===== src/rtl/tssf_pkg.sv =====
// Shared constants, types and helpers for the toggle speaker sample FIFO.
package tssf_pkg;

  localparam int RING_DEPTH  = 2048;
  localparam int RING_AW     = $clog2(RING_DEPTH);
  localparam int LEVEL_W     = $clog2(RING_DEPTH + 1);
  localparam int ACC_W       = 17;
  localparam int PERIOD_W    = 16;
  localparam int VOL_W       = 8;
  localparam int CYCLE_W     = 8;
  localparam int SAMPLE_W    = 8;
  localparam int CFG_DATA_W  = 16;
  localparam int CFG_IDX_W   = 1;
  localparam int QUEUE_DEPTH = 4;
  localparam int QUEUE_AW    = $clog2(QUEUE_DEPTH);
  localparam int QUEUE_CW    = $clog2(QUEUE_DEPTH + 1);

  localparam logic [ACC_W-1:0]    ACC_MAX      = {ACC_W{1'b1}};
  localparam logic [PERIOD_W-1:0] PERIOD_RESET = 16'd46;
  localparam logic [VOL_W-1:0]    VOL_RESET    = 8'd128;

  typedef enum logic [1:0] {
    CMD_TOGGLE  = 2'd0,
    CMD_ADVANCE = 2'd1,
    CMD_PULL    = 2'd2
  } cmd_t;

  typedef enum logic [CFG_IDX_W-1:0] {
    REG_SAMPLE_PERIOD = 1'b0,
    REG_VOLUME        = 1'b1
  } reg_idx_t;

  // What the front end decided for one item
  typedef struct packed {
    logic               is_pull;
    logic               fresh;
    logic               ovf;
    logic [LEVEL_W-1:0] level;
  } front_rec_t;

  // Front decision plus the ring bit read for it
  typedef struct packed {
    front_rec_t rec;
    logic       ring_bit;
  } back_rec_t;

  // Level on maps to +127, off to -128, times vol/256, truncated toward zero
  function automatic logic [SAMPLE_W-1:0] scale_level(input logic on,
                                                      input logic [VOL_W-1:0] vol);
    logic [VOL_W+6:0] prod;
    prod = {vol, 7'b0} - {7'b0, vol};
    if (on) begin
      scale_level = {1'b0, prod[VOL_W+6:8]};
    end else begin
      scale_level = 8'd0 - {1'b0, vol[VOL_W-1:1]};
    end
  endfunction

endpackage


===== src/rtl/toggle_speaker_sample_fifo_core.sv =====
// Top level of the toggle speaker sample FIFO.
//
//   channel  direction  handshake            payload
//   in       input      in_valid / in_stall  in_command, in_cycle_count
//   out      output     out_valid/out_stall  out_sample_out, out_sample_fresh,
//                                            out_overflow, out_fifo_level
//   cfg      input      cfg_we               cfg_index, cfg_data
//
// One item per cycle sustained while in_stall is low; an accepted item updates the
// front state and reads the ring, is then written into the queue, and then loads
// the output register, where out_stall can hold it.
// The ring lives in a 1-bit RAM with one write and one registered read port.
// Reset is synchronous; the ring contents are not cleared, no clearing pass.
// in_stall rises when the queue plus the item in the read stage hold three items.
module toggle_speaker_sample_fifo_core (
  input  logic                                  clk,
  input  logic                                  rst_n,
  input  logic                                  in_valid,
  output logic                                  in_stall,
  input  logic [1:0]                            in_command,
  input  logic [tssf_pkg::CYCLE_W-1:0]          in_cycle_count,
  output logic                                  out_valid,
  input  logic                                  out_stall,
  output logic signed [tssf_pkg::SAMPLE_W-1:0]  out_sample_out,
  output logic                                  out_sample_fresh,
  output logic                                  out_overflow,
  output logic [tssf_pkg::LEVEL_W-1:0]          out_fifo_level,
  input  logic                                  cfg_we,
  input  logic [tssf_pkg::CFG_IDX_W-1:0]        cfg_index,
  input  logic [tssf_pkg::CFG_DATA_W-1:0]       cfg_data
);

  localparam int QCW = tssf_pkg::QUEUE_CW;
  localparam logic [QCW:0] STALL_AT = (QCW+1)'(tssf_pkg::QUEUE_DEPTH - 1);

  logic [tssf_pkg::PERIOD_W-1:0] period_r;
  logic [tssf_pkg::VOL_W-1:0]    volume_r;

  logic                          accept;
  logic                          ram_we, ram_re, ram_wdata, ram_rdata;
  logic [tssf_pkg::RING_AW-1:0]  ram_waddr, ram_raddr;
  logic                          rec_valid;
  tssf_pkg::front_rec_t          rec;
  tssf_pkg::back_rec_t           q_in, q_out;
  logic                          q_pop, q_not_empty;
  logic [QCW-1:0]                q_count;
  logic [tssf_pkg::SAMPLE_W-1:0] sample;

  always_ff @(posedge clk) begin
    if (!rst_n) begin
      period_r <= tssf_pkg::PERIOD_RESET;
      volume_r <= tssf_pkg::VOL_RESET;
    end else if (cfg_we) begin
      unique case (cfg_index)
        tssf_pkg::REG_SAMPLE_PERIOD: period_r <= cfg_data[tssf_pkg::PERIOD_W-1:0];
        tssf_pkg::REG_VOLUME:        volume_r <= cfg_data[tssf_pkg::VOL_W-1:0];
        default: ;
      endcase
    end
  end

  // Leave room for the item in the RAM read stage
  assign in_stall = ({1'b0, q_count} + (QCW+1)'(rec_valid)) >= STALL_AT;
  assign accept   = in_valid && !in_stall;

  tssf_front u_front (
    .clk           (clk),
    .rst_n         (rst_n),
    .accept        (accept),
    .command       (in_command),
    .cycle_count   (in_cycle_count),
    .sample_period (period_r),
    .ram_we        (ram_we),
    .ram_waddr     (ram_waddr),
    .ram_wdata     (ram_wdata),
    .ram_re        (ram_re),
    .ram_raddr     (ram_raddr),
    .rec_valid     (rec_valid),
    .rec           (rec)
  );

  tssf_ram #(
    .WIDTH (1),
    .DEPTH (tssf_pkg::RING_DEPTH)
  ) u_ring (
    .clk   (clk),
    .we    (ram_we),
    .waddr (ram_waddr),
    .wdata (ram_wdata),
    .re    (ram_re),
    .raddr (ram_raddr),
    .rdata (ram_rdata)
  );

  assign q_in.rec      = rec;
  assign q_in.ring_bit = ram_rdata;

  tssf_queue u_queue (
    .clk       (clk),
    .rst_n     (rst_n),
    .push      (rec_valid),
    .push_data (q_in),
    .pop       (q_pop),
    .pop_data  (q_out),
    .not_empty (q_not_empty),
    .count     (q_count)
  );

  tssf_back u_back (
    .clk             (clk),
    .rst_n           (rst_n),
    .volume_fraction (volume_r),
    .q_not_empty     (q_not_empty),
    .q_data          (q_out),
    .q_pop           (q_pop),
    .out_valid       (out_valid),
    .out_stall       (out_stall),
    .out_sample      (sample),
    .out_fresh       (out_sample_fresh),
    .out_ovf         (out_overflow),
    .out_level       (out_fifo_level)
  );

  assign out_sample_out = $signed(sample);

endmodule


===== src/rtl/tssf_ram.sv =====
// Generic simple dual-port RAM with registered read.
module tssf_ram #(
  parameter int WIDTH = 1,
  parameter int DEPTH = 16
) (
  input  logic                     clk,
  input  logic                     we,
  input  logic [$clog2(DEPTH)-1:0] waddr,
  input  logic [WIDTH-1:0]         wdata,
  input  logic                     re,
  input  logic [$clog2(DEPTH)-1:0] raddr,
  output logic [WIDTH-1:0]         rdata
);

  logic [WIDTH-1:0] mem_r [DEPTH];
  logic [WIDTH-1:0] rdata_r;

  always_ff @(posedge clk) begin
    if (we) begin
      mem_r[waddr] <= wdata;
    end
    if (re) begin
      rdata_r <= mem_r[raddr];
    end
  end

  assign rdata = rdata_r;

endmodule


===== src/rtl/tssf_front.sv =====
// Front end: speaker level, cycle accumulator, ring pointers and fill count.
module tssf_front (
  input  logic                                   clk,
  input  logic                                   rst_n,
  input  logic                                   accept,
  input  logic [1:0]                             command,
  input  logic [tssf_pkg::CYCLE_W-1:0]           cycle_count,
  input  logic [tssf_pkg::PERIOD_W-1:0]          sample_period,
  output logic                                   ram_we,
  output logic [tssf_pkg::RING_AW-1:0]           ram_waddr,
  output logic                                   ram_wdata,
  output logic                                   ram_re,
  output logic [tssf_pkg::RING_AW-1:0]           ram_raddr,
  output logic                                   rec_valid,
  output tssf_pkg::front_rec_t                   rec
);

  localparam int AW = tssf_pkg::RING_AW;
  localparam int LW = tssf_pkg::LEVEL_W;
  localparam int CW = tssf_pkg::ACC_W;

  localparam logic [AW-1:0] LAST_IDX   = AW'(tssf_pkg::RING_DEPTH - 1);
  localparam logic [LW-1:0] FULL_LEVEL = LW'(tssf_pkg::RING_DEPTH);

  logic                 speaker_r, speaker_nxt;
  logic [CW-1:0]        acc_r, acc_nxt;
  logic [AW-1:0]        wptr_r, wptr_nxt;
  logic [AW-1:0]        rptr_r, rptr_nxt;
  logic [LW-1:0]        count_r, count_nxt;
  logic                 rec_valid_r;
  tssf_pkg::front_rec_t rec_r, rec_nxt;

  logic          is_toggle, is_advance, is_pull;
  logic [CW:0]   sum;
  logic [CW-1:0] sat;
  logic [CW-1:0] period_ext;
  logic          due, full, push, pop;

  always_comb begin
    is_toggle  = (command == tssf_pkg::CMD_TOGGLE);
    is_advance = (command == tssf_pkg::CMD_ADVANCE);
    is_pull    = (command == tssf_pkg::CMD_PULL);

    sum        = {1'b0, acc_r} + (CW+1)'(cycle_count);
    sat        = sum[CW] ? tssf_pkg::ACC_MAX : sum[CW-1:0];
    period_ext = CW'(sample_period);
    due        = is_advance && (sat >= period_ext);
    full       = (count_r == FULL_LEVEL);
    push       = due && !full;
    pop        = is_pull && (count_r != '0);

    speaker_nxt = is_toggle ? ~speaker_r : speaker_r;
    acc_nxt     = acc_r;
    if (is_advance) begin
      acc_nxt = due ? (sat - period_ext) : sat;
    end
    wptr_nxt = wptr_r;
    if (push) begin
      wptr_nxt = (wptr_r == LAST_IDX) ? '0 : wptr_r + AW'(1);
    end
    rptr_nxt = rptr_r;
    if (pop) begin
      rptr_nxt = (rptr_r == LAST_IDX) ? '0 : rptr_r + AW'(1);
    end
    count_nxt = count_r;
    if (push) begin
      count_nxt = count_r + LW'(1);
    end else if (pop) begin
      count_nxt = count_r - LW'(1);
    end

    rec_nxt.is_pull = is_pull;
    rec_nxt.fresh   = pop;
    rec_nxt.ovf     = due && full;
    rec_nxt.level   = count_nxt;
  end

  always_ff @(posedge clk) begin
    if (!rst_n) begin
      speaker_r   <= 1'b0;
      acc_r       <= '0;
      wptr_r      <= '0;
      rptr_r      <= '0;
      count_r     <= '0;
      rec_valid_r <= 1'b0;
    end else begin
      rec_valid_r <= accept;
      if (accept) begin
        speaker_r <= speaker_nxt;
        acc_r     <= acc_nxt;
        wptr_r    <= wptr_nxt;
        rptr_r    <= rptr_nxt;
        count_r   <= count_nxt;
      end
    end
  end

  always_ff @(posedge clk) begin
    if (accept) begin
      rec_r <= rec_nxt;
    end
  end

  assign ram_we    = accept && push;
  assign ram_waddr = wptr_r;
  assign ram_wdata = speaker_r;
  assign ram_re    = accept && pop;
  assign ram_raddr = rptr_r;
  assign rec_valid = rec_valid_r;
  assign rec       = rec_r;

endmodule


===== src/rtl/tssf_queue.sv =====
// Short queue of decided items between front end and back end.
module tssf_queue (
  input  logic                                clk,
  input  logic                                rst_n,
  input  logic                                push,
  input  tssf_pkg::back_rec_t                 push_data,
  input  logic                                pop,
  output tssf_pkg::back_rec_t                 pop_data,
  output logic                                not_empty,
  output logic [tssf_pkg::QUEUE_CW-1:0]       count
);

  localparam int AW = tssf_pkg::QUEUE_AW;
  localparam int CW = tssf_pkg::QUEUE_CW;

  localparam logic [AW-1:0] LAST_IDX = AW'(tssf_pkg::QUEUE_DEPTH - 1);

  tssf_pkg::back_rec_t entry_r [tssf_pkg::QUEUE_DEPTH];
  logic [AW-1:0]       wptr_r, wptr_nxt;
  logic [AW-1:0]       rptr_r, rptr_nxt;
  logic [CW-1:0]       count_r, count_nxt;

  always_comb begin
    wptr_nxt  = wptr_r;
    rptr_nxt  = rptr_r;
    count_nxt = count_r;
    if (push) begin
      wptr_nxt = (wptr_r == LAST_IDX) ? '0 : wptr_r + AW'(1);
    end
    if (pop) begin
      rptr_nxt = (rptr_r == LAST_IDX) ? '0 : rptr_r + AW'(1);
    end
    if (push && !pop) begin
      count_nxt = count_r + CW'(1);
    end else if (pop && !push) begin
      count_nxt = count_r - CW'(1);
    end
  end

  always_ff @(posedge clk) begin
    if (!rst_n) begin
      wptr_r  <= '0;
      rptr_r  <= '0;
      count_r <= '0;
    end else begin
      wptr_r  <= wptr_nxt;
      rptr_r  <= rptr_nxt;
      count_r <= count_nxt;
    end
  end

  always_ff @(posedge clk) begin
    if (push) begin
      entry_r[wptr_r] <= push_data;
    end
  end

  assign pop_data  = entry_r[rptr_r];
  assign not_empty = (count_r != '0);
  assign count     = count_r;

endmodule


===== src/rtl/tssf_back.sv =====
// Back end: sample scaling, held last sample and output register.
module tssf_back (
  input  logic                               clk,
  input  logic                               rst_n,
  input  logic [tssf_pkg::VOL_W-1:0]         volume_fraction,
  input  logic                               q_not_empty,
  input  tssf_pkg::back_rec_t                q_data,
  output logic                               q_pop,
  output logic                               out_valid,
  input  logic                               out_stall,
  output logic [tssf_pkg::SAMPLE_W-1:0]      out_sample,
  output logic                               out_fresh,
  output logic                               out_ovf,
  output logic [tssf_pkg::LEVEL_W-1:0]       out_level
);

  logic                            valid_r;
  logic [tssf_pkg::SAMPLE_W-1:0]   last_r, last_nxt;
  logic [tssf_pkg::SAMPLE_W-1:0]   sample_r, sample_nxt;
  logic                            fresh_r, ovf_r;
  logic [tssf_pkg::LEVEL_W-1:0]    level_r;
  logic                            load;

  assign load = q_not_empty && (!valid_r || !out_stall);

  always_comb begin
    last_nxt = last_r;
    if (q_data.rec.fresh) begin
      last_nxt = tssf_pkg::scale_level(q_data.ring_bit, volume_fraction);
    end
    sample_nxt = q_data.rec.is_pull ? last_nxt : '0;
  end

  always_ff @(posedge clk) begin
    if (!rst_n) begin
      valid_r <= 1'b0;
      last_r  <= '0;
    end else begin
      if (load) begin
        valid_r <= 1'b1;
        last_r  <= last_nxt;
      end else if (!out_stall) begin
        valid_r <= 1'b0;
      end
    end
  end

  // Hold the payload while stalled
  always_ff @(posedge clk) begin
    if (load) begin
      sample_r <= sample_nxt;
      fresh_r  <= q_data.rec.fresh;
      ovf_r    <= q_data.rec.ovf;
      level_r  <= q_data.rec.level;
    end
  end

  assign q_pop      = load;
  assign out_valid  = valid_r;
  assign out_sample = sample_r;
  assign out_fresh  = fresh_r;
  assign out_ovf    = ovf_r;
  assign out_level  = level_r;

endmodule


===== config.mk =====
export PLATFORM = sky130hd
export DESIGN_NAME = toggle_speaker_sample_fifo_core
export DESIGN_NICKNAME = d
export VERILOG_FILES = /design/src/rtl/tssf_pkg.sv /design/src/rtl/toggle_speaker_sample_fifo_core.sv /design/src/rtl/tssf_ram.sv /design/src/rtl/tssf_front.sv /design/src/rtl/tssf_queue.sv /design/src/rtl/tssf_back.sv
export SDC_FILE = /design/constraint.sdc
export NUM_CORES = 2
export LEC_CHECK = 0
export BUFFER_PORTS_ARGS = -buffer_cell sky130_fd_sc_hd__buf_2
export CORE_MARGIN = 3
export CORE_UTILIZATION = 40
export CTS_CLUSTER_DIAMETER = 100
export CTS_CLUSTER_SIZE = 10
export DETAILED_ROUTE_END_ITERATION = 16
export PLACE_DENSITY_LB_ADDON = 0.2
export SETUP_SLACK_MARGIN = 0.3
export SLEW_MARGIN = 40
export SYNTH_ARGS = -nofsm -noshare
export SYNTH_HDL_FRONTEND = slang
export SYNTH_SLANG_ARGS = --single-unit

===== constraint.sdc =====
create_clock -name clk -period 30.4 [get_ports clk]
set_input_delay 6.08 -clock clk [delete_from_list [all_inputs] [get_ports clk]]
set_output_delay 6.08 -clock clk [all_outputs]
set_load 0.05 [all_outputs]

==> impl_metrics.yaml <==
outcome:
  status: "finished, final reports clean"
logic_synthesis:
  synth.distinct_cells: 76
  synth.yosys.seq_area_share_pct: 67.5
  synthFlopType: "edfxtp_1"
  synthAdderAreaFrac_pct: 0.582
  ys_warn_count: 0
  synth.cell_area_um2: 98500
  avgSynthCellArea_um2: 14.0
  synth-edff-count: 2150
  synthMuxAreaShare_pct: 12.9
  synth_area_leaders: "edfxtp_1, mux4_2, nor2_1"
  yosysMostFrequentCell: "nor2_1"
  yosys-top-cells-count: "nor2_1, edfxtp_1, mux4_2"
  syn_inst: 7011
  synth_top_family_by_area: "multiplexers"
  synth-simple-area-share_pct: 11.1
  synth_xor_area_share_pct: 0.507
  ys_ff_latch: 2245
  synth_compound_area_share_pct: 3.82
  syn-num-nets: 7087
  yosysTopAreaCell: "edfxtp_1"
  yosys.area.top_type_share_pct: 65.5
  ys_async_sr_fraction_pct: 0
floorplan:
  rows: 181
  start_util_pct: 40.3
  die_width_um: 502
  fp.dieH_um: 502
  core_area_um2: 244000
  die-area_um2: 252000
  ios: 56
sta:
  relSlewSlack_pct: 39.6
  post-route-period-util_pct: 37.9
  tightest_slew_ns: 0.907
  finalClockSkew_ns: 0.0413
  hold_viol: 0
  final.setup.tns_ns: 0
  rsz0062_at_grt: "false"
  finalMaxSlewViolations: 0
  worst_slack_ns: 18.87
  period_needed_ns: 11.53
  fmax_mhz: 86.7
  setup_viol: 0
final_layout:
  drive_gt1_share_pct: 16.0
  fin_nets: 6945
  syn_to_final_growth_pct: 10.4
clocking:
  cts_sinks: 2245
  clk_pin_slew_ns: 0.05
  clockBufferDepth: 4
  ctsHtreeMaxLevel: 5
  cts_hold_buf: 0
  root_buffer: "clkbuf_16"
  cts_made_buffers: 274
  insertion_delay_ns: 0.90
  cts_tree: "built"
  postCtsSetupBuffers: 0
  cts_resized: 0
critical_path:
  critPathLaunchType: "input port"
  r2r_end: "u_ring.mem_r[1781]$_DFFE_PP_"
  criticalPathCategory: "in -> reg"
  required_ns: 31.02
  crit_arrival_ns: 12.16
  end_kind: "flop"
  r2r_start: "u_front.acc_r[5]$_SDFFE_PN0P_"
  reg2reg_depth: 20
  rrSetupSlack_ns: 23.83
  path_max_fanout: 34
  critPathLaunch: "in_cycle_count[5]"
pwr:
  power_switching_w: 0.00167
  switching_share_pct: 23.5
  power.leakage_nw: 31.7
  pwr-share-comb_pct: 10.2
  p_seq_share_pct: 50.1
  ir_worst_vdd_mv: 0.0677
  clkPwrFrac_pct: 39.6
  p_int_w: 0.00543
  p_per_area_nw_per_um2: 65.3
detailed_routing:
  vias_per_cell: 5.91
  vias: 59700
  wire_per_inst_um: 28.5
  dr.pass1.iters: 5
  drt_iter0_drc: 7559
  drt_wl_total_um: 288000
  remaining_drc_errors: 0
  antenna_left: 0
global_route:
  grt.overflow.total: 0
  grt_usage_pct: 22.6
  grt_pass1_wl_um: 415000
  grt_antenna_before_repair: 12
  grt_max_degree: 211
  grt_pass1_vias: 58700
min_path:
  worstHoldStart: "u_front.acc_r[0]$_SDFFE_PN0P_"
  hold_end: "u_front.acc_r[0]$_SDFFE_PN0P_"
  hold_class: "reg -> reg"
  hold_depth: 2
placement:
  post-dp-hpwl_um: 156000
  io_buffers: 55
  gp_congestion: 0.798
  dpl_worst_slack_ns: 17.85
job:
  max_cap_violations: 0
-- worst max path at each step --
stage	depth (start not counted)	slack [ns]	endpoint
final	21	18.87	u_ring.mem_r[1781]$_DFFE_PP_
after global routing	21	18.53	u_ring.mem_r[1781]$_DFFE_PP_
after CTS	21	18.80	u_ring.mem_r[20]$_DFFE_PP_
after detailed placement	21	17.85	u_ring.mem_r[2036]$_DFFE_PP_
after global placement	20	17.75	u_ring.mem_r[566]$_DFFE_PP_
after floorplan	0	13.92	u_ring.mem_r[0]$_DFFE_PP_
-- cell families (layout without fill, tap and decap cells) --
group | Yosys count | in the layout
other | 0 | 3
adders and majority gates | 44 | 44
buffers and inverters | 695 | 585
AOI/OAI and AO/OA | 566 | 566
muxes | 724 | 724
and+or+nand+nor | 2680 | 2680
DFF | 2245 | 2245
xor gates and xnor gates | 57 | 57
-- worst max-delay path: stages --
cell	delay, ns
buf_2	0.10
ha_1	0.33
o21a_1	0.14
o21a_1	0.13
o21ai_0	0.10
o21bai_1	0.51
or3b_2	0.66
nand2b_1	0.19
ha_1	0.26
nor2b_1	0.13
o21ai_0	0.24
a21boi_0	0.19
o21ba_2	0.25
o31a_1	0.36
o31ai_4	0.31
nor2_4	0.06
buf_6	0.27
nand3_4	0.42
buf_4	0.54
buf_4	0.56
nor2_1	0.12
-- sequential cells by signal, summed over array words and instances (netlist names), 3 cells and up, named ones only --
| name | flops |
|---|---|
| u_ring.mem_r | 2048 |
| u_queue.entry_r | 64 |
| u_front.acc_r | 17 |
| period_r | 16 |
| u_front.rec | 15 |
| u_back.out_level | 12 |
| u_front.count_r | 12 |
| u_front.ram_raddr | 11 |
| u_front.ram_waddr | 11 |
| u_back.last_r | 8 |
| u_back.out_sample | 8 |
| volume_r | 8 |
| u_queue.count | 3 |
-- cell type report --
cell class                 instances  area [µm²]
clock inverter                     3        47.5
timing repair buffer             229        2060
clock buffer                     305        7120
sequential                      2245       66500
fill                           22000      135000
tap                             3202        4010
multi-input combinational       4071       28800
antenna                            3        7.51
inverter                          48         183
-- through the flow --
stage / util (%) / hold slack, ns / total power [W] / cells / area, µm²
detailed placement: 41.5 / 0.450 / 0.00435 / 9786 / 101000
finish: 44.5 / 0.460 / 0.00710 / 10100 / 109000
global route: 44.5 / 0.482 / 0.00733 / 10100 / 109000
global placement: 41.3 / 0.447 / 0.00434 / 9776 / 101000
CTS: 44.4 / 0.458 / 0.00716 / 10100 / 108000
floorplan: - / 0.436 / 0.00426 / 7011 / 98500
-- cells in the final DEF (no fill, tap or decap), types with 21 or more instances in the layout --
| cell type | instances |
|---|---|
| a211oi_1 | 34 |
| a21oi_1 | 146 |
| a221oi_1 | 34 |
| a22oi_1 | 41 |
| buf_2 | 56 |
| buf_4 | 113 |
| buf_6 | 34 |
| clkbuf_1 | 24 |
| clkbuf_16 | 281 |
| dfxtp_1 | 88 |
| edfxtp_1 | 2150 |
| ha_1 | 40 |
| inv_1 | 43 |
| mux2_2 | 30 |
| mux2i_1 | 259 |
| mux4_2 | 435 |
| nand2_1 | 215 |
| nand2_2 | 43 |
| nand2b_1 | 21 |
| nand3_1 | 39 |
| nand3_4 | 32 |
| nor2_1 | 2156 |
| nor3_1 | 39 |
| o21ai_0 | 84 |
| o221ai_1 | 33 |
| o22ai_1 | 59 |
| xnor2_1 | 36 |
| xor2_1 | 21 |
-- layer usage --
metal / part of all wire, % / track usage (%)
met5: 0.0045 / 0
met4: 3.1 / 6.88
met2: 48 / 36.5
met1: 41 / 31.5
met3: 7.9 / 3.51
-- power by group through the flow --
stage | registers (W) | logic (W) | clock network [W]
floorplan | 0.00381 | 0.000455 | 0
global placement | 0.00362 | 0.000716 | 0
detailed placement | 0.00362 | 0.000729 | 0
CTS | 0.00356 | 0.000731 | 0.00287
global route | 0.00356 | 0.000790 | 0.00298
finish | 0.00356 | 0.000726 | 0.00281
No activity file was read; power rests on OpenSTA's default activity.
